## src/rtl/core/sfd_pkg.sv

```systemverilog
// ----------------------------------------------------------------------------
// Staggered derivative package
// Shared types, register codes and reset values of the staggered-grid
// fourth-order derivative unit.
// ----------------------------------------------------------------------------
package sfd_pkg;

  // Sample format: two's complement Q7.24.
  localparam int SAMPLE_W = 32;

  // Configuration port geometry.
  localparam int CFG_INDEX_W = 2;
  localparam int CFG_DATA_W  = 13;

  // Register indexes on the configuration port.
  typedef enum logic [CFG_INDEX_W-1:0] {
    REG_COLUMN_LENGTH = 2'd0,
    REG_COLUMN_COUNT  = 2'd1,
    REG_AXIS          = 2'd2,
    REG_STAGGER       = 2'd3
  } reg_idx_e;

  // Reset values of the configuration registers.
  localparam logic [10:0] RST_COLUMN_LENGTH = 11'd16;
  localparam logic [12:0] RST_COLUMN_COUNT  = 13'd16;
  localparam logic        RST_AXIS          = 1'b0;
  localparam logic        RST_STAGGER       = 1'b0;

  typedef logic signed [SAMPLE_W-1:0] sample_t;
  typedef logic [2:0][SAMPLE_W-1:0] slot_words_t;

  // Input and output words.
  typedef struct packed {
    sample_t sample;
    logic    is_real;
  } in_word_t;

  typedef struct packed {
    sample_t derivative;
    logic    end_of_grid;
  } out_word_t;

  // Effective configuration as seen by the control logic.
  typedef struct packed {
    logic [10:0] len;
    logic [12:0] cnt;
    logic        axis;
    logic        stagger;
    logic [11:0] lag;
  } cfg_t;

  // First pipeline stage: everything but the line store read data.
  typedef struct packed {
    slot_words_t win;
    sample_t     cur;
    logic [3:0]  live;
    logic        axis;
    logic [1:0]  rot;
    logic        last;
  } stage1_t;

endpackage

```

## src/rtl/core/sfd_cfg_if.sv

```systemverilog
// ----------------------------------------------------------------------------
// Configuration write channel
// Valid/ready channel carrying a register index and its write data.
// ----------------------------------------------------------------------------
interface sfd_cfg_if ();

  logic                            valid;
  logic                            ready;
  logic [sfd_pkg::CFG_INDEX_W-1:0] index;
  logic [sfd_pkg::CFG_DATA_W-1:0]  wdata;

  modport source (output valid, output index, output wdata, input ready);
  modport sink (input valid, input index, input wdata, output ready);

endinterface

```

## src/rtl/core/sfd_cfg.sv

```systemverilog
// ----------------------------------------------------------------------------
// Configuration registers
// Holds the four registers and derives the effective sizes and the lag.
// ----------------------------------------------------------------------------
module sfd_cfg #(
  parameter int MAX_COLUMN_LENGTH = 1024
) (
  input  logic          clk_i,
  input  logic          rst_ni,
  sfd_cfg_if.sink       cfg_i,
  output sfd_pkg::cfg_t cfg_o
);

  logic [10:0] column_length_q;
  logic [12:0] column_count_q;
  logic        axis_q;
  logic        stagger_q;
  logic [10:0] len_w;

  // Every write is taken at once.
  assign cfg_i.ready = 1'b1;

  // Register write decode.
  always_ff @(posedge clk_i or negedge rst_ni) begin
    if (!rst_ni) begin
      column_length_q <= sfd_pkg::RST_COLUMN_LENGTH;
      column_count_q  <= sfd_pkg::RST_COLUMN_COUNT;
      axis_q          <= sfd_pkg::RST_AXIS;
      stagger_q       <= sfd_pkg::RST_STAGGER;
    end else if (cfg_i.valid) begin
      unique case (cfg_i.index)
        sfd_pkg::REG_COLUMN_LENGTH: column_length_q <= cfg_i.wdata[10:0];
        sfd_pkg::REG_COLUMN_COUNT:  column_count_q  <= cfg_i.wdata[12:0];
        sfd_pkg::REG_AXIS:          axis_q          <= cfg_i.wdata[0];
        sfd_pkg::REG_STAGGER:       stagger_q       <= cfg_i.wdata[0];
        default: ;
      endcase
    end
  end

  // Column length is held within one sample and the store depth.
  always_comb begin
    if (column_length_q == '0) begin
      len_w = 11'd1;
    end else if (int'(column_length_q) > MAX_COLUMN_LENGTH) begin
      len_w = 11'(MAX_COLUMN_LENGTH);
    end else begin
      len_w = column_length_q;
    end
  end

  // Effective configuration, including the number of words a derivative trails.
  always_comb begin
    cfg_o.len     = len_w;
    cfg_o.cnt     = (column_count_q == '0) ? 13'd1 : column_count_q;
    cfg_o.axis    = axis_q;
    cfg_o.stagger = stagger_q;
    if (axis_q) begin
      cfg_o.lag = stagger_q ? {len_w, 1'b0} : {1'b0, len_w};
    end else begin
      cfg_o.lag = stagger_q ? 12'd2 : 12'd1;
    end
  end

endmodule

```

## src/flat_wrapper.sv

```systemverilog
// flat-port wrapper written by rule: the top's interface ports become plain ports
module sfd_cfg_flat 
#(
  parameter int MAX_COLUMN_LENGTH = 1024
)
  (clk_i, rst_ni, cfg_o, cfg_i_valid, cfg_i_index, cfg_i_wdata, cfg_i_ready);
  sfd_cfg_if cfg_i_i ();
  input  logic clk_i;
  input  logic rst_ni;
  output sfd_pkg::cfg_t cfg_o;
  input wire logic [$bits(cfg_i_i.valid)-1:0] cfg_i_valid;
  input wire logic [$bits(cfg_i_i.index)-1:0] cfg_i_index;
  input wire logic [$bits(cfg_i_i.wdata)-1:0] cfg_i_wdata;
  output wire logic [$bits(cfg_i_i.ready)-1:0] cfg_i_ready;
  assign cfg_i_i.valid = cfg_i_valid;
  assign cfg_i_i.index = cfg_i_index;
  assign cfg_i_i.wdata = cfg_i_wdata;
  assign cfg_i_ready = cfg_i_i.ready;
  sfd_cfg #(.MAX_COLUMN_LENGTH(MAX_COLUMN_LENGTH)) u_core (.clk_i(clk_i), .rst_ni(rst_ni), .cfg_i(cfg_i_i), .cfg_o(cfg_o));
endmodule
```

## config.mk

```make
export PLATFORM = sky130hd
export DESIGN_NAME = sfd_cfg_flat
export DESIGN_NICKNAME = d
export VERILOG_FILES = /design/src/rtl/core/sfd_pkg.sv /design/src/rtl/core/sfd_cfg_if.sv /design/src/rtl/core/sfd_cfg.sv /design/src/flat_wrapper.sv
export SDC_FILE = /design/constraint.sdc
export NUM_CORES = 1
export LEC_CHECK = 0
export CORE_UTILIZATION = 30
export DETAILED_ROUTE_END_ITERATION = 12
export DONT_BUFFER_PORTS = 1
export PLACE_DENSITY = 0.52
export SYNTH_ARGS = -nofsm -noshare
export SYNTH_HDL_FRONTEND = slang
export SYNTH_SLANG_ARGS = --single-unit
```

## constraint.sdc

```tcl
create_clock -name clk_i -period 1.2 [get_ports clk_i]
set_input_delay 0.24 -clock clk_i [delete_from_list [all_inputs] [get_ports clk_i]]
set_output_delay 0.24 -clock clk_i [all_outputs]
set_load 0.05 [all_outputs]
```

==> results of run 1 <==
state kept, by name, summed over array words and instances, names as in the netlist:
| name | flops |
|---|---|
| u_core.axis_q | 1 |
| u_core.column_count_q | 13 |
| u_core.column_length_q | 11 |
| u_core.stagger_q | 1 |
stage by stage:
step,setup WS (ns),instances
floorplan,-0.626,126
global placement,-0.540,218
detailed placement,-0.583,218
CTS,-0.863,227
global route,-0.968,228
finish,-0.883,228
critical path, cell delays in order (launching register included):
cell and delay (ns):
sky130_fd_sc_hd__dfrtp_1 0.41, sky130_fd_sc_hd__nor4_4 0.41, sky130_fd_sc_hd__nand3_2 0.22, sky130_fd_sc_hd__a221oi_4 0.36, sky130_fd_sc_hd__buf_12 0.17
what timing repair did:
| item | CTS | global route |
|---|---|---|
| endpoints found under the setup margin | 27 | 28 |
| hold endpoints to repair | 26 | 0 |
| hold buffers | 2 | 0 |
| pin swaps | 6 | 3 |
| setup buffers | 4 | 5 |
| gates resized for setup | 26 | 13 |
cells by family (layout without fill, tap and decap cells):
logic type             Yosys count  count (layout)
flip-flops                      26              26
multiplexers                    33              33
other                            1               1
buffers and inverters           23              73
AND/OR/NAND/NOR                 34              34
AO/OA/AOI/OAI                    9               9
synthesized netlist by cell type, types with 2 or more instances:
| cell type | instances |
|---|---|
| sky130_fd_sc_hd__a21oi_1 | 2 |
| sky130_fd_sc_hd__buf_2 | 2 |
| sky130_fd_sc_hd__buf_4 | 4 |
| sky130_fd_sc_hd__clkbuf_1 | 15 |
| sky130_fd_sc_hd__dfrtp_1 | 24 |
| sky130_fd_sc_hd__dfstp_2 | 2 |
| sky130_fd_sc_hd__inv_1 | 2 |
| sky130_fd_sc_hd__mux2_2 | 24 |
| sky130_fd_sc_hd__mux2i_1 | 9 |
| sky130_fd_sc_hd__nand2_1 | 2 |
| sky130_fd_sc_hd__nand3_1 | 2 |
| sky130_fd_sc_hd__nand3b_1 | 2 |
| sky130_fd_sc_hd__nor2b_1 | 10 |
| sky130_fd_sc_hd__nor3b_1 | 8 |
| sky130_fd_sc_hd__nor4_1 | 3 |
| sky130_fd_sc_hd__nor4_2 | 2 |
| sky130_fd_sc_hd__o21ai_0 | 2 |
final timing paths:
path | cells past startpoint | to | startpoint
max | 4 | cfg_o[1] | u_core.column_length_q[6]
min | 2 | u_core.column_length_q[10] | cfg_i_wdata[10]
max reg2reg | 4 | u_core.column_length_q[0] | u_core.column_length_q[0]
min reg2reg | 1 | u_core.column_count_q[0] | u_core.column_count_q[0]
max in group asynchronous | 2 | u_core.column_length_q[4] | rst_ni
min in group asynchronous | 2 | u_core.column_count_q[2] | rst_ni
power groups by stage:
stage               sequential (W)  clock [W]  combinational (W)
global placement           0.00119          0            0.00268
detailed placement         0.00120          0            0.00272
global route               0.00123   0.000766            0.00306
CTS                        0.00120   0.000723            0.00289
floorplan                  0.00121          0            0.00174
finish                     0.00121   0.000704            0.00294
area by class of cell:
class / count / area (um^2)
timing repair buffer: 67 / 858
multi-input combinational: 77 / 918
inverter: 2 / 7.51
tap: 52 / 65.1
fill: 373 / 1870
clock buffer: 3 / 41.3
clock inverter: 1 / 30.0
sequential: 26 / 656
per-layer routing:
metal	GRT usage, %	vias up	share of wire (%)
met5	0	-	0
met4	4.67	0	0.98
met3	2.85	4	5.1
met2	27.1	34	55
met1	19.2	558	39
li1	-	533	-
layout by cell type, fill, tap and decap left out, types with 2 or more instances in the layout:
master,instances
sky130_fd_sc_hd__nor2b_4,9
sky130_fd_sc_hd__nor4_1,2
sky130_fd_sc_hd__nor3b_4,8
sky130_fd_sc_hd__dfstp_2,2
sky130_fd_sc_hd__buf_8,5
sky130_fd_sc_hd__inv_1,2
sky130_fd_sc_hd__nand2_1,2
sky130_fd_sc_hd__buf_6,14
sky130_fd_sc_hd__mux2_2,24
sky130_fd_sc_hd__dfrtp_2,2
sky130_fd_sc_hd__nor4_4,2
sky130_fd_sc_hd__buf_4,26
sky130_fd_sc_hd__dfrtp_1,22
sky130_fd_sc_hd__o21ai_0,2
sky130_fd_sc_hd__clkbuf_8,3
sky130_fd_sc_hd__mux2i_1,8
sky130_fd_sc_hd__nand3b_1,2
sky130_fd_sc_hd__buf_12,21
==> results.toml, run 1 <==
[status]
run_status = "complete, but fails checks"
violations_in_the_final_reports = "negative setup slack"

[grt]
global_route.overflow_total = 0
grt_pass1_vias = 1205
grt_max_degree = 27
antenna_found_initial = 0
grt_pass1_wl_um = 6090
grt_util_all_layers_pct = 15.4

[synth]
synth_xor_area_share_pct = 0
async_s_r_ff_share_synth_pct = 100
syn-cell-area_mm2 = 0.00142
yosysWarningCount = 0
synth_top_area_share_pct = 42.3
synth-compound-area-share_pct = 4.67
synth.area.mux_share_pct = 25.4
netlist_top_cells_area = "sky130_fd_sc_hd__dfrtp_1, sky130_fd_sc_hd__mux2_2, sky130_fd_sc_hd__mux2i_1, sky130_fd_sc_hd__nor2b_1, sky130_fd_sc_hd__nor3b_1"
synth_top_family_by_area = "multiplexers"
syn-num-nets = 144
synth_top_flop_cell = "sky130_fd_sc_hd__dfrtp_1"
postSynthAreaPerCell_um2 = 11.3
synth_sequential_area_ratio_pct = 46.0
cell_type_contributing_the_most_total_cell_area_after_synthesis = "sky130_fd_sc_hd__dfrtp_1"
yosys_register_bits = 26
synthAdderAreaFrac_pct = 0
netlist-cell-type-count = 28
synthCells = 126
synth-edff-count = 0
synth_simple_gate_area_share_pct = 16.5

[floorplan]
io_pins = 57
design.die.area_mm2 = 0.00502
floorplan.initialDensity_pct = 32.0
floorplan.die.height_um = 70.8
rows = 24
floorplan.die.width_um = 70.8
core_region_area_mm2 = 0.00444

[pwr]
share_seq_of_total_power_pct = 24.8
vdd.ir_drop.worst_uv = 1270
p_leak_nw = 1.11
power.clock.fraction_pct = 14.5
reported_net_switching_power_w = 0.00199
power.switching_fraction_pct = 41.0
combinationalPowerShare_pct = 60.6
intPower_w = 0.00286
power.total_w = 0.00485
power-per-cell-area_mw_per_mm2 = 1880

[route]
post_dr_wirelength_cell_um = 16.1
detailroute.via_count = 1129
initialDrtViolationCount = 31
post-route-drc-count = 0
drt_total_wl_um = 3670
viasPerCell = 4.95
antenna_violating_nets_post_route = 0
drt_pre_antenna_iters = 5

[timing]
fin_skew_ns = 0
finalCritPeriodShare_pct = 174
worst_hold_slack_ns = 0.105
timing.final.setup_violations = 26
fin_crit_ns = 2.08
finalHoldViolations = 0
fmax_mhz = 480
setup_slack_ns = -0.883
drv_slew = 0
rsz0062_at_grt = "true"
totalNegativeSetupSlack_ns = -13.20

[final_layout]
post_route_cells_drive_above_1_share_pct = 72.7
final_design_area_no_fill_mm2 = 0.00258
design.final.nets = 195
layout-area-overhead-vs-synth_pct = 81.2
post-route-util_pct = 58.0
insertedDiodeCount = 0

[clock_network]
path_clk_slew_ns = 0.08
cts_made_buffers = 3
clock_path_buffers = 2
cts_tree = "built"
tritoncts_num_sinks = 26
cts_htree_levels = 1
clk-insertion-delay-late_ns = 0.26
cts.root.buffer_cell = "sky130_fd_sc_hd__clkbuf_8"

[critical_path]
reg2reg_setup_slack_ns = 0.11
critPathCaptureType = "primary output"
crit_fanout = 3
setup.worst_path.start_class = "register"
worstPathArrival_ns = 1.84
path_type_of_the_worst_setup_path = "reg -> out"
required_ns = 0.96

[placed_design]
place_hpwl_um = 2910
routabilityCongestion = 0.737
io_buffers = 0
placed_instance_area_mm2 = 0.00230

[flow_run]
max_cap_viols = 0

[min_path]
holdCritPathClass = "in -> reg"
Power figures use the tool's default switching activity.
==> run 2: changes to the inputs <==
- MAX_ROUTING_LAYER: unset -> met4
==> run 2 against run 1 <==
The run still ends with negative setup slack left. Clock-buffer cell count stayed put. Clock skew stayed put. Power hardly changed. Combinational power hardly changed. Sequential share of layout area stayed put. Critical endpoint unchanged.
==> results.toml, run 2 (same netlist as run 1, synthesis figures left out) <==
[clock_network]
tritoncts_num_sinks = 26
path_clk_slew_ns = 0.08
cts.root.buffer_cell = "sky130_fd_sc_hd__clkbuf_8"
clk-insertion-delay-late_ns = 0.26
cts_made_buffers = 3
cts_tree = "built"
clock_path_buffers = 2
cts_htree_levels = 1

[placed_design]
routabilityCongestion = 0.746
detailedPlace.worstSlack_ns = -0.583
place_hpwl_um = 2910
io_buffers = 0

[flow_run]
max_cap_viols = 0

[critical_path]
worstPathArrival_ns = 1.85
setup.worst_path.start_class = "register"
required_ns = 0.96
path_type_of_the_worst_setup_path = "reg -> out"
r2r-start = "u_core.column_length_q[0]"
worst-r2r-cell-count = 4
critPathCaptureType = "primary output"
reg2reg_setup_slack_ns = 0.10
crit_fanout = 3
reg2reg_to = "u_core.column_length_q[0]"

[final_layout]
sequential_cell_area_um2 = 656
nFillCells = 373
top_register = "u_core.column_count_q"
most-common-layout-cells = "sky130_fd_sc_hd__buf_4, sky130_fd_sc_hd__mux2_2, sky130_fd_sc_hd__dfrtp_1"
layout-area-overhead-vs-synth_pct = 81.2
post-route-util_pct = 58.0
largest_reg_flops = 13
largest_registers_in_the_final_layout = "u_core.column_count_q x13, u_core.column_length_q x11"
insertedDiodeCount = 0
final_common_cell = "sky130_fd_sc_hd__buf_4"
post_route_cells_drive_above_1_share_pct = 72.7
design.final.nets = 195
area_taken_by_multi_input_logic_gates_um2 = 918

[timing]
setup_slack_ns = -0.887
timing.final.setup_violations = 26
rsz0062_at_grt = "true"
finalCritPeriodShare_pct = 174
finalHoldViolations = 0
drv_slew = 0
fin_skew_ns = 0
fmax_mhz = 479
fin_crit_ns = 2.09

[grt]
grt_pass1_vias = 1216
grt_util_all_layers_pct = 15.9
met3_usage_pct = 2.14
use_met1_pct = 19.6
grt_pass1_wl_um = 6070
global_route.overflow_total = 0
grt.met2_usage_pct = 27.1
grt_max_degree = 27
antenna_found_initial = 0
grt_most_used_layer = "met2"

[route]
post-route-drc-count = 0
drt_total_wl_um = 3650
initialDrtViolationCount = 44
post_dr_wirelength_cell_um = 16.0
detailroute.via_count = 1130
drt_pre_antenna_iters = 5
viasPerCell = 4.96
antenna_violating_nets_post_route = 0

[pwr]
power-per-cell-area_mw_per_mm2 = 1880
vdd.ir_drop.worst_uv = 1270
p_leak_nw = 1.11

[floorplan]
rows = 24
floorplan.die.height_um = 70.8
floorplan.initialDensity_pct = 32.0
design.die.area_mm2 = 0.00502
core_region_area_mm2 = 0.00444
floorplan.die.width_um = 70.8
io_pins = 57

[status]
run_status = "complete, but fails checks"
violations_in_the_final_reports = "negative setup slack"

[min_path]
holdCritPathClass = "in -> reg"
min_from = "cfg_i_wdata[10]"
min_delay_worst_endpoint = "u_core.column_length_q[10]"
timing.hold.worst_path_depth = 2
## run 2: what timing repair did
action                                 4_1_cts  5_1_grt
hold buffers                                 2        0
pin swaps                                    6        3
setup endpoints to repair                   27       28
endpoints found under the hold margin       26        0
setup buffers                                4        5
gates resized for setup                     26       13
## run 2: how the worst max path moves through the flow
stage                                         start        to  slack (ns)  cells past startpoint
final                     u_core.column_length_q[6]  cfg_o[1]       -0.89                      4
after floorplan           u_core.column_length_q[9]  cfg_o[2]       -0.63                      3
after CTS                 u_core.column_length_q[6]  cfg_o[1]       -0.86                      4
after global routing      u_core.column_length_q[6]  cfg_o[1]       -0.97                      4
after detailed placement  u_core.column_length_q[9]  cfg_o[1]       -0.58                      4
after global placement    u_core.column_length_q[9]  cfg_o[1]       -0.54                      4
## run 2: layer usage
layer  wire [um]  part of all wire (%)
met3         175                   4.8
met1        1430                    39
met4          36                  0.99
met2        2010                    55
met5           0                     0
## run 2: critical path: stages, from the launching register on
cell and delay (ns):
sky130_fd_sc_hd__dfrtp_1 0.41, sky130_fd_sc_hd__nor4_4 0.42, sky130_fd_sc_hd__nand3_2 0.22, sky130_fd_sc_hd__a221oi_4 0.36, sky130_fd_sc_hd__buf_12 0.17
## run 2: layout make-up
class                           instances  area share [%]
Timing Repair Buffer                   67            33.3
Multi-Input combinational cell         77            35.6
Inverter                                2           0.291
Tap cell                               52            2.53
Clock inverter                          1            1.17
Sequential cell                        26            25.4
Clock buffer                            3            1.60
## run 2: metrics by stage
stage	cells	area [um^2]	TNS [ns]	total power [W]	hold slack (ns)
finish	228	2580	-13.24	0.00485	0.102
CTS	227	2530	-13.00	0.00481	0.0966
global placement	218	2300	-5.99	0.00388	-0.0545
floorplan	126	1660	-7.30	0.00296	-0.0556
global route	228	2580	-15.00	0.00506	0.0988
detailed placement	218	2300	-6.42	0.00392	-0.0546
## run 2: power breakdown
| group | internal [W] | switching, W | total (W) |
|---|---|---|---|
| registers | 0.00105 | 0.000152 | 0.00121 |
| clock network | 0.000446 | 0.000257 | 0.000703 |
| logic | 0.00136 | 0.00158 | 0.00294 |
| total | 0.00286 | 0.00199 | 0.00485 |
