[src/rtl/core/sfd_pkg.sv]
// ----------------------------------------------------------------------------
// Staggered derivative package
// Shared types, register codes and reset values of the staggered-grid
// fourth-order derivative unit.
// ----------------------------------------------------------------------------
package sfd_pkg;

  // Sample format: two's complement Q7.24.
  localparam int SAMPLE_W = 32;

  // Configuration port geometry.
  localparam int CFG_INDEX_W = 2;
  localparam int CFG_DATA_W  = 13;

  // Register indexes on the configuration port.
  typedef enum logic [CFG_INDEX_W-1:0] {
    REG_COLUMN_LENGTH = 2'd0,
    REG_COLUMN_COUNT  = 2'd1,
    REG_AXIS          = 2'd2,
    REG_STAGGER       = 2'd3
  } reg_idx_e;

  // Reset values of the configuration registers.
  localparam logic [10:0] RST_COLUMN_LENGTH = 11'd16;
  localparam logic [12:0] RST_COLUMN_COUNT  = 13'd16;
  localparam logic        RST_AXIS          = 1'b0;
  localparam logic        RST_STAGGER       = 1'b0;

  typedef logic signed [SAMPLE_W-1:0] sample_t;
  typedef logic [2:0][SAMPLE_W-1:0] slot_words_t;

  // Input and output words.
  typedef struct packed {
    sample_t sample;
    logic    is_real;
  } in_word_t;

  typedef struct packed {
    sample_t derivative;
    logic    end_of_grid;
  } out_word_t;

  // Effective configuration as seen by the control logic.
  typedef struct packed {
    logic [10:0] len;
    logic [12:0] cnt;
    logic        axis;
    logic        stagger;
    logic [11:0] lag;
  } cfg_t;

  // First pipeline stage: everything but the line store read data.
  typedef struct packed {
    slot_words_t win;
    sample_t     cur;
    logic [3:0]  live;
    logic        axis;
    logic [1:0]  rot;
    logic        last;
  } stage1_t;

endpackage

[src/rtl/core/sfd_stream_if.sv]
// ----------------------------------------------------------------------------
// Stream channel
// Valid/ready channel carrying one word of the given type per handshake.
// ----------------------------------------------------------------------------
interface sfd_stream_if #(
  parameter type word_t = logic
) ();

  logic  valid;
  logic  ready;
  word_t data;

  modport source (output valid, output data, input ready);
  modport sink (input valid, input data, output ready);

endinterface

[src/rtl/core/sfd_arith.sv]
// ----------------------------------------------------------------------------
// Stencil arithmetic
// Computes 27*A - B, rounds by a division by 24 and saturates, over four
// registered stages ending in the output register.
// ----------------------------------------------------------------------------
module sfd_arith (
  input  logic                 clk_i,
  input  logic                 rst_ni,
  input  logic                 s1_valid_i,
  output logic                 s1_ready_o,
  input  sfd_pkg::stage1_t     s1_i,
  input  sfd_pkg::slot_words_t rd_i,
  sfd_stream_if.source         out_o
);

  // Clamp window for floor(m/3) to stay inside one sample, and its offset.
  localparam logic signed [35:0] M_HI  = 36'sd6442450943;
  localparam logic signed [35:0] M_LO  = -36'sd6442450944;
  localparam logic signed [35:0] M_OFS = 36'sd6442450944;
  // Reciprocals of three for a 17-bit and a 19-bit dividend.
  localparam logic [17:0] DIV3_HI = 18'd174763;
  localparam logic [19:0] DIV3_LO = 20'd699051;

  logic                va_q, vb_q, vc_q, vd_q;
  logic                rdy_a, rdy_b, rdy_c, rdy_d;
  logic signed [32:0]  a_q, b_q;
  logic signed [35:0]  m_q;
  logic [14:0]         qh_q;
  logic [1:0]          rh_q;
  logic [16:0]         ul_q;
  logic                last_a_q, last_b_q, last_c_q;
  sfd_pkg::out_word_t  out_q;

  sfd_pkg::sample_t    x0, x1, x2, x3;
  logic signed [32:0]  a_d, b_d;
  logic signed [38:0]  a_w, n_w;
  logic signed [35:0]  m_d, mc_w, u_w;
  logic [16:0]         uh_w, r_w;
  logic [34:0]         prod_hi;
  logic [38:0]         prod_lo;
  logic [14:0]         qh_d;
  logic [16:0]         ql_w;
  logic [31:0]         f_w;

  // Stage handshakes: each stage loads when empty or when the next one moves.
  assign rdy_d      = !vd_q || out_o.ready;
  assign rdy_c      = !vc_q || rdy_d;
  assign rdy_b      = !vb_q || rdy_c;
  assign rdy_a      = !va_q || rdy_b;
  assign s1_ready_o = rdy_a;

  // Tap selection and boundary zeroing, then the two differences.
  always_comb begin
    case (s1_i.rot)
      2'd1: begin
        x0 = rd_i[1];
        x1 = rd_i[2];
        x2 = rd_i[0];
      end
      2'd2: begin
        x0 = rd_i[2];
        x1 = rd_i[0];
        x2 = rd_i[1];
      end
      default: begin
        x0 = rd_i[0];
        x1 = rd_i[1];
        x2 = rd_i[2];
      end
    endcase
    if (!s1_i.axis) begin
      x0 = s1_i.win[2];
      x1 = s1_i.win[1];
      x2 = s1_i.win[0];
    end
    x3 = s1_i.cur;
    if (!s1_i.live[0]) x0 = '0;
    if (!s1_i.live[1]) x1 = '0;
    if (!s1_i.live[2]) x2 = '0;
    if (!s1_i.live[3]) x3 = '0;
    a_d = 33'(x2) - 33'(x1);
    b_d = 33'(x3) - 33'(x0);
  end

  // 27*A - B plus the rounding bias, then the first factor of 24 as a shift.
  always_comb begin
    a_w = 39'(a_q);
    n_w = (a_w <<< 4) + (a_w <<< 3) + (a_w <<< 1) + a_w - 39'(b_q) + 39'sd12;
    m_d = n_w[38:3];
  end

  // Saturation by clamping, offset to unsigned, upper half divided by three.
  always_comb begin
    if (m_q > M_HI) begin
      mc_w = M_HI;
    end else if (m_q < M_LO) begin
      mc_w = M_LO;
    end else begin
      mc_w = m_q;
    end
    u_w     = mc_w + M_OFS;
    uh_w    = u_w[33:17];
    prod_hi = 35'(uh_w) * 35'(DIV3_HI);
    qh_d    = prod_hi[33:19];
    r_w     = uh_w - 17'(qh_d) * 17'd3;
  end

  // Lower half divided by three with the carried remainder; undo the offset.
  always_comb begin
    prod_lo = 39'({rh_q, ul_q}) * 39'(DIV3_LO);
    ql_w    = prod_lo[37:21];
    f_w     = {qh_q, ql_w};
  end

  // Stage valid flags.
  always_ff @(posedge clk_i or negedge rst_ni) begin
    if (!rst_ni) begin
      va_q <= 1'b0;
      vb_q <= 1'b0;
      vc_q <= 1'b0;
      vd_q <= 1'b0;
    end else begin
      if (rdy_a) va_q <= s1_valid_i;
      if (rdy_b) vb_q <= va_q;
      if (rdy_c) vc_q <= vb_q;
      if (rdy_d) vd_q <= vc_q;
    end
  end

  // Stage payloads.
  always_ff @(posedge clk_i) begin
    if (rdy_a && s1_valid_i) begin
      a_q      <= a_d;
      b_q      <= b_d;
      last_a_q <= s1_i.last;
    end
    if (rdy_b && va_q) begin
      m_q      <= m_d;
      last_b_q <= last_a_q;
    end
    if (rdy_c && vb_q) begin
      qh_q     <= qh_d;
      rh_q     <= r_w[1:0];
      ul_q     <= u_w[16:0];
      last_c_q <= last_b_q;
    end
    if (rdy_d && vc_q) begin
      out_q.derivative  <= {~f_w[31], f_w[30:0]};
      out_q.end_of_grid <= last_c_q;
    end
  end

  assign out_o.valid = vd_q;
  assign out_o.data  = out_q;

endmodule
[src/flat_wrapper.sv]
// flat-port wrapper written by rule: the top's interface ports become plain ports
module sfd_arith_flat 
  (clk_i, rst_ni, s1_valid_i, s1_ready_o, s1_i, rd_i, out_o_valid, out_o_data, out_o_ready);
  sfd_stream_if out_o_i ();
  input  logic clk_i;
  input  logic rst_ni;
  input  logic s1_valid_i;
  output logic s1_ready_o;
  input  sfd_pkg::stage1_t s1_i;
  input  sfd_pkg::slot_words_t rd_i;
  output wire logic [$bits(out_o_i.valid)-1:0] out_o_valid;
  output wire logic [$bits(out_o_i.data)-1:0] out_o_data;
  input wire logic [$bits(out_o_i.ready)-1:0] out_o_ready;
  assign out_o_valid = out_o_i.valid;
  assign out_o_data = out_o_i.data;
  assign out_o_i.ready = out_o_ready;
  sfd_arith u_core (.clk_i(clk_i), .rst_ni(rst_ni), .s1_valid_i(s1_valid_i), .s1_ready_o(s1_ready_o), .s1_i(s1_i), .rd_i(rd_i), .out_o(out_o_i));
endmodule
[config.mk]
export PLATFORM = sky130hd
export DESIGN_NAME = sfd_arith_flat
export DESIGN_NICKNAME = d
export VERILOG_FILES = /design/src/rtl/core/sfd_pkg.sv /design/src/rtl/core/sfd_stream_if.sv /design/src/rtl/core/sfd_arith.sv /design/src/flat_wrapper.sv
export SDC_FILE = /design/constraint.sdc
export NUM_CORES = 1
export LEC_CHECK = 0
export BUFFER_PORTS_ARGS = -buffer_cell sky130_fd_sc_hd__buf_2
export CAP_MARGIN = 10
export CORE_AREA = 8 8 87 89
export CTS_CLUSTER_DIAMETER = 120
export CTS_CLUSTER_SIZE = 16
export DETAILED_ROUTE_END_ITERATION = 8
export DIE_AREA = 0 0 95 97
export GPL_TIMING_DRIVEN = 0
export PLACE_DENSITY = 0.54
export SETUP_SLACK_MARGIN = 0.4
export SYNTH_ARGS = -nofsm -noshare
export SYNTH_HDL_FRONTEND = slang
export SYNTH_SLANG_ARGS = --single-unit
[constraint.sdc]
create_clock -name clk_i -period 3.33 [get_ports clk_i]
set_input_delay 0.4995 -clock clk_i [delete_from_list [all_inputs] [get_ports clk_i]]
set_output_delay 0.4995 -clock clk_i [all_outputs]
set_load 0.1 [all_outputs]
==> impl_metrics.json, run 1 <==
{
  "r2r_setup_slack_ns": 2.12,
  "nFillCells": 721,
  "r2r_start": "u_core.out_o.valid",
  "layout_setup_ws_ns": 1.39,
  "final.period_utilization_pct": 58.2,
  "yosysTopAreaCellShare_pct": 38.7,
  "grt_start_max_net_pins": 8,
  "grt_pass1_wl_um": 952,
  "clockBufferDepth": 2,
  "status": "finished, final reports clean",
  "syn_area_um2": 310,
  "crit_arrival_ns": 1.44,
  "synth.avg_cell_area_um2": 14.8,
  "hp-class": "in2async",
  "dpl-instance-area_um2": 442,
  "hold_viol_final": 0,
  "final_core_util_pct": 7.78,
  "grt_pass1_vias": 185,
  "ys_seq_area_share_pct": 71.0,
  "crit_buf_inv": 2,
  "ys_warn_count": 0,
  "routed_wl_um": 628,
  "finalInstanceArea_um2": 483,
  "post-route-min-period_ns": 1.94,
  "layoutNonFillerInstCount": 108,
  "maxSlewHeadroom_pct": 66.7,
  "pre_cts_ws_ns": 1.44,
  "rsz0062_at_grt": "false",
  "cts.repair.resized": 0,
  "layout_commonest_cell": "buf_2",
  "drc_errors": 0,
  "crit_path_top_delay_cell": "buf_2",
  "yosys-top-cells-area": "edfxtp_1 (39%), dfrtp_1 (32%), nand2b_1 (4.0%), buf_6 (3.6%), a31o_1 (2.8%)",
  "vdd_drop_max_mv": 0.243,
  "diodes": 0,
  "dieArea_mm2": 0.00922,
  "coreArea_mm2": 0.00620,
  "ant_nets": 0,
  "synth_cell_type_count": 14,
  "layout_common_cells": "buf_2 (7), edfxtp_1 (4), dfrtp_1 (4), clkbuf_8 (3), nand2b_1 (2)",
  "finalSetupViolations": 0,
  "yosys.area.top_type": "edfxtp_1",
  "cp-startpoint": "u_core.out_o.valid",
  "port_buffers": 7,
  "startpoint_type": "flop",
  "gr-usage-all-layers_pct": 1.55,
  "routedWlPerCell_um": 5.81,
  "hpwl_um": 475,
  "place_inst": 105,
  "final.setup.tns_ns": 0,
  "fin_skew_ns": 0.000739,
  "cts.clk_slew.worst_paths_ns": 0.04,
  "drv_cap": 0,
  "holdBufCountCts": 0,
  "antenna_found_initial": 0,
  "crit_family": "buffers and inverters",
  "clk-insertion-delay-late_ns": 0.22,
  "synth-seq-cells": 8,
  "tightest_slew_ns": 0.503,
  "synthCells": 21,
  "place_congestion": 0.571,
  "drt-initial-drc-count": 2,
  "final_max_slew_viol_count": 0,
  "cts.sinks": 8,
  "grt_overflow": 0,
  "first_pass_iters": 2,
  "num_io_pins": 239,
  "synth_nets": 257,
  "power_density_mw_per_mm2": 593,
  "path_cells": "and3b_1, buf_6, nand3_1, buf_2",
  "start_util_pct": 5.00,
  "cts_setup_buffers": 0,
  "cp_max_fo": 7,
  "nets": 269,
  "clockRootBuffer": "clkbuf_8",
  "cts_tree": "yes",
  "cts_buffers": 3,
  "die_x_um": 95,
  "critPathKind": "reg2out",
  "drive_gt1_share_pct": 35.5,
  "end_kind": "output port",
  "fmax_mhz": 516,
  "p_leak_nw": 0.170,
  "worst_path_largest_cell_delay_ns": 0.42,
  "critPathRequiredTime_ns": 2.83,
  "syn_to_final_growth_pct": 55.6,
  "via_per_inst": 1.70,
  "die_height_um": 97,
  "vias": 184,
  "row_count": 29,
  "h-tree-depth": 1
}
## cell type report
class / instances / area, µm² / share of cell area, %
multi-input combinational: 11 / 75.1 / 15.5
tap: 77 / 96.3 / 19.9
inverter: 1 / 3.75 / 0.777
timing repair buffer: 7 / 35.0 / 7.25
sequential: 8 / 220 / 45.6
clock buffer: 3 / 41.3 / 8.55
buffer: 1 / 11.3 / 2.33
## layer usage
metal / wire length [µm] / vias up / GRT usage (%)
li1: - / 94 / -
met1: 409 / 80 / 2.03
met2: 146 / 10 / 1.12
met3: 73 / 0 / 2.09
met4: 0 / 0 / 0.721
met5: 0 / - / 0
## worst paths after layout
kind / to / depth (start not counted)
min: u_core.va_q / 1
min reg2reg: u_core.last_c_q / 0
max reg2reg: u_core.last_a_q / 3
max: s1_ready_o / 4
min in group clk_i: u_core.last_c_q / 0
max in group asynchronous: u_core.vc_q / 1
## power breakdown
part	internal, mW	switching (mW)	leakage (nW)
Sequential	0.116	0.00662	0.0809
Combinational	0.0137	0.0369	0.0679
Clock	0.0780	0.0349	0.0216
## state kept, by name (all words and copies together), names as in the netlist
register / count
u_core.out_o.data: 1
u_core.va_q: 1
u_core.vc_q: 1
u_core.last_a_q: 1
u_core.last_b_q: 1
u_core.last_c_q: 1
u_core.out_o.valid: 1
u_core.vb_q: 1
## cell families after synthesis
kind of cell / count (synthesis) / share of synthesized area [%]
and+or+nand+nor: 7 / 14.5
DFF: 8 / 71.0
AOI/OAI and AO/OA: 4 / 9.68
buffers and inverters: 2 / 4.84
## worst register-to-register path: stages, from the launching register on
cell,delay [ns]
dfrtp_1,0.39
and3b_1,0.20
buf_6,0.13
a31oi_1,0.19
## metrics by stage
step	hold WS, ns	power, mW
3_5_place_dp	0.311	0.174
2_1_floorplan	0.204	0.163
3_3_place_gp	0.313	0.174
6_report	0.0718	0.286
4_1_cts	0.0714	0.291
5_1_grt	0.0675	0.301
## cell usage after synthesis
| cell type | count |
|---|---|
| dfrtp_1 | 4 |
| edfxtp_1 | 4 |
| nand2b_1 | 2 |
| a21boi_1 | 1 |
| a21o_1 | 1 |
| a31o_1 | 1 |
| a31oi_1 | 1 |
| and2_1 | 1 |
| and3b_1 | 1 |
| buf_6 | 1 |
| inv_1 | 1 |
| nand3_1 | 1 |
| nor2b_1 | 1 |
| or2_1 | 1 |
Note: power is estimated with default switching activity, not from simulation.
==> inputs of run 2 (changes only) <==
--- a/config.mk
+++ b/config.mk
@@ -13,7 +13,7 @@
 export DETAILED_ROUTE_END_ITERATION = 8
 export DIE_AREA = 0 0 95 97
 export GPL_TIMING_DRIVEN = 0
-export PLACE_DENSITY = 0.54
+export PLACE_DENSITY = 0.56
 export SETUP_SLACK_MARGIN = 0.4
 export SYNTH_ARGS = -nofsm -noshare
 export SYNTH_HDL_FRONTEND = slang
==> constraint.sdc (replaced) <==
create_clock -name clk_i -period 1.6 [get_ports clk_i]
set_input_delay 0.24 -clock clk_i [delete_from_list [all_inputs] [get_ports clk_i]]
set_output_delay 0.24 -clock clk_i [all_outputs]
set_load 0.1 [all_outputs]
==> run 2 against run 1 <==
  * Critical path depth did not move
  * Setup slack worse by 1.3 ns
  * Clock skew is essentially flat
  * Routed wire length is 10% higher
  * Global-route usage is 0.28 points higher
  * Final area up 13%
  * Via count is 6.5% higher
  * Largest power group unchanged
==> impl_metrics.json, run 2 (same netlist as run 1, synthesis figures left out) <==
{
  "status": "finished, final reports clean",
  "hpwl_um": 474,
  "power_density_mw_per_mm2": 1160,
  "final_max_slew_viol_count": 0,
  "grt_overflow": 0,
  "port_buffers": 7,
  "cts_tree": "yes",
  "cp_max_fo": 3,
  "crit_arrival_ns": 1.25,
  "power_mw": 0.636,
  "diodes": 0,
  "syn_to_final_growth_pct": 76.6,
  "grt_pass1_vias": 202,
  "p_leak_nw": 0.192,
  "cts_buffers": 3,
  "num_io_pins": 239,
  "drc_errors": 0,
  "layout_common_cells": "buf_2 (5), edfxtp_1 (4), clkbuf_8 (3), dfrtp_1 (3)",
  "hold_viol_final": 0,
  "fin_skew_ns": 0.000864,
  "clk-insertion-delay-late_ns": 0.22,
  "dieArea_mm2": 0.00922,
  "die_x_um": 95,
  "final.period_utilization_pct": 92.9,
  "die_height_um": 97,
  "gr-usage-all-layers_pct": 1.83,
  "coreArea_mm2": 0.00620,
  "h-tree-depth": 1,
  "start_util_pct": 5.00,
  "drt-initial-drc-count": 11,
  "clockBufferDepth": 2,
  "row_count": 29,
  "critPathRequiredTime_ns": 1.36,
  "routed_wl_um": 693,
  "post-route-min-period_ns": 1.49,
  "hp-class": "in2reg",
  "place_congestion": 0.572,
  "critPathKind": "reg2out",
  "via_per_inst": 1.77,
  "drv_cap": 0,
  "cts.clk_slew.worst_paths_ns": 0.04,
  "grt_pass1_wl_um": 1130,
  "fmax_mhz": 672,
  "first_pass_iters": 4,
  "cts.sinks": 8,
  "vias": 196,
  "finalSetupViolations": 0,
  "rsz0062_at_grt": "true",
  "antenna_found_initial": 0,
  "end_kind": "output port",
  "grt_start_max_net_pins": 8,
  "routedWlPerCell_um": 6.24,
  "ant_nets": 0,
  "final.setup.tns_ns": 0,
  "maxSlewHeadroom_pct": 66.6,
  "startpoint_type": "flop",
  "drive_gt1_share_pct": 47.1,
  "layout_commonest_cell": "buf_2",
  "clockRootBuffer": "clkbuf_8",
  "tightest_slew_ns": 0.505,
  "nets": 271,
  "vdd_drop_max_mv": 0.531
}
-- run 2: timing repair --
item | in CTS | in global routing
hold buffers | 1 | 0
endpoints found under the setup margin | 5 | 8
hold endpoints to repair | 4 | 0
buffers inserted | 1 | 0
pin swaps | 0 | 0
gates resized for setup | 7 | 0
-- run 2: area by class of cell --
| type | instances | area (µm²) |
|---|---|---|
| buffer | 1 | 11.3 |
| clock buffer | 4 | 45.0 |
| fill | 707 | 5660 |
| inverter | 1 | 3.75 |
| multi-input combinational | 11 | 97.6 |
| sequential | 8 | 224 |
| tap | 77 | 96.3 |
| timing repair buffer | 9 | 70.1 |
-- run 2: power breakdown --
| group | switching [mW] | internal (mW) | leakage [nW] |
|---|---|---|---|
| Sequential | 0.0168 | 0.243 | 0.0808 |
| Combinational | 0.0824 | 0.0452 | 0.0883 |
| Clock | 0.0755 | 0.172 | 0.0228 |
-- run 2: path summary, 6_finish.rpt --
check,from,end,slack (ns),depth (start not counted)
setup / recovery,u_core.out_o.valid,s1_ready_o,0.11,4
hold / removal,s1_i[0],u_core.last_a_q,0.19,1
setup reg to reg,u_core.out_o.valid,u_core.last_a_q,0.18,4
hold reg to reg,u_core.last_b_q,u_core.last_c_q,0.41,0
max in group asynchronous,rst_ni,u_core.out_o.valid,1.08,2
min in group asynchronous,rst_ni,u_core.out_o.valid,0.38,2
-- run 2: critical path, stage by stage (launching register included) --
cell and delay, ns:
dfrtp_4 0.47, and3b_1 0.18, buf_6 0.12, nand3_4 0.08, buf_12 0.17
-- run 2: metal layers --
layer	GRT usage, %	wire length [µm]	up-vias
met5	0	0	-
met4	1.08	8	0
met3	2.40	90	2
met2	1.34	195	8
met1	2.34	399	85
li1	-	-	101
-- run 2: metrics by stage --
| step | area [µm²] | std cells | worst slack (ns) | hold slack (ns) | utilization (%) |
|---|---|---|---|---|---|
| floorplan | 327 | 21 | 0.149 | -0.0556 | - |
| global placement | 458 | 105 | 0.0972 | 0.0517 | 7.38 |
| detailed placement | 458 | 105 | 0.108 | 0.0515 | 7.38 |
| CTS | 548 | 111 | 0.103 | 0.183 | 8.83 |
| global route | 548 | 111 | 0.0684 | 0.170 | 8.83 |
| finish | 548 | 111 | 0.113 | 0.190 | 8.83 |
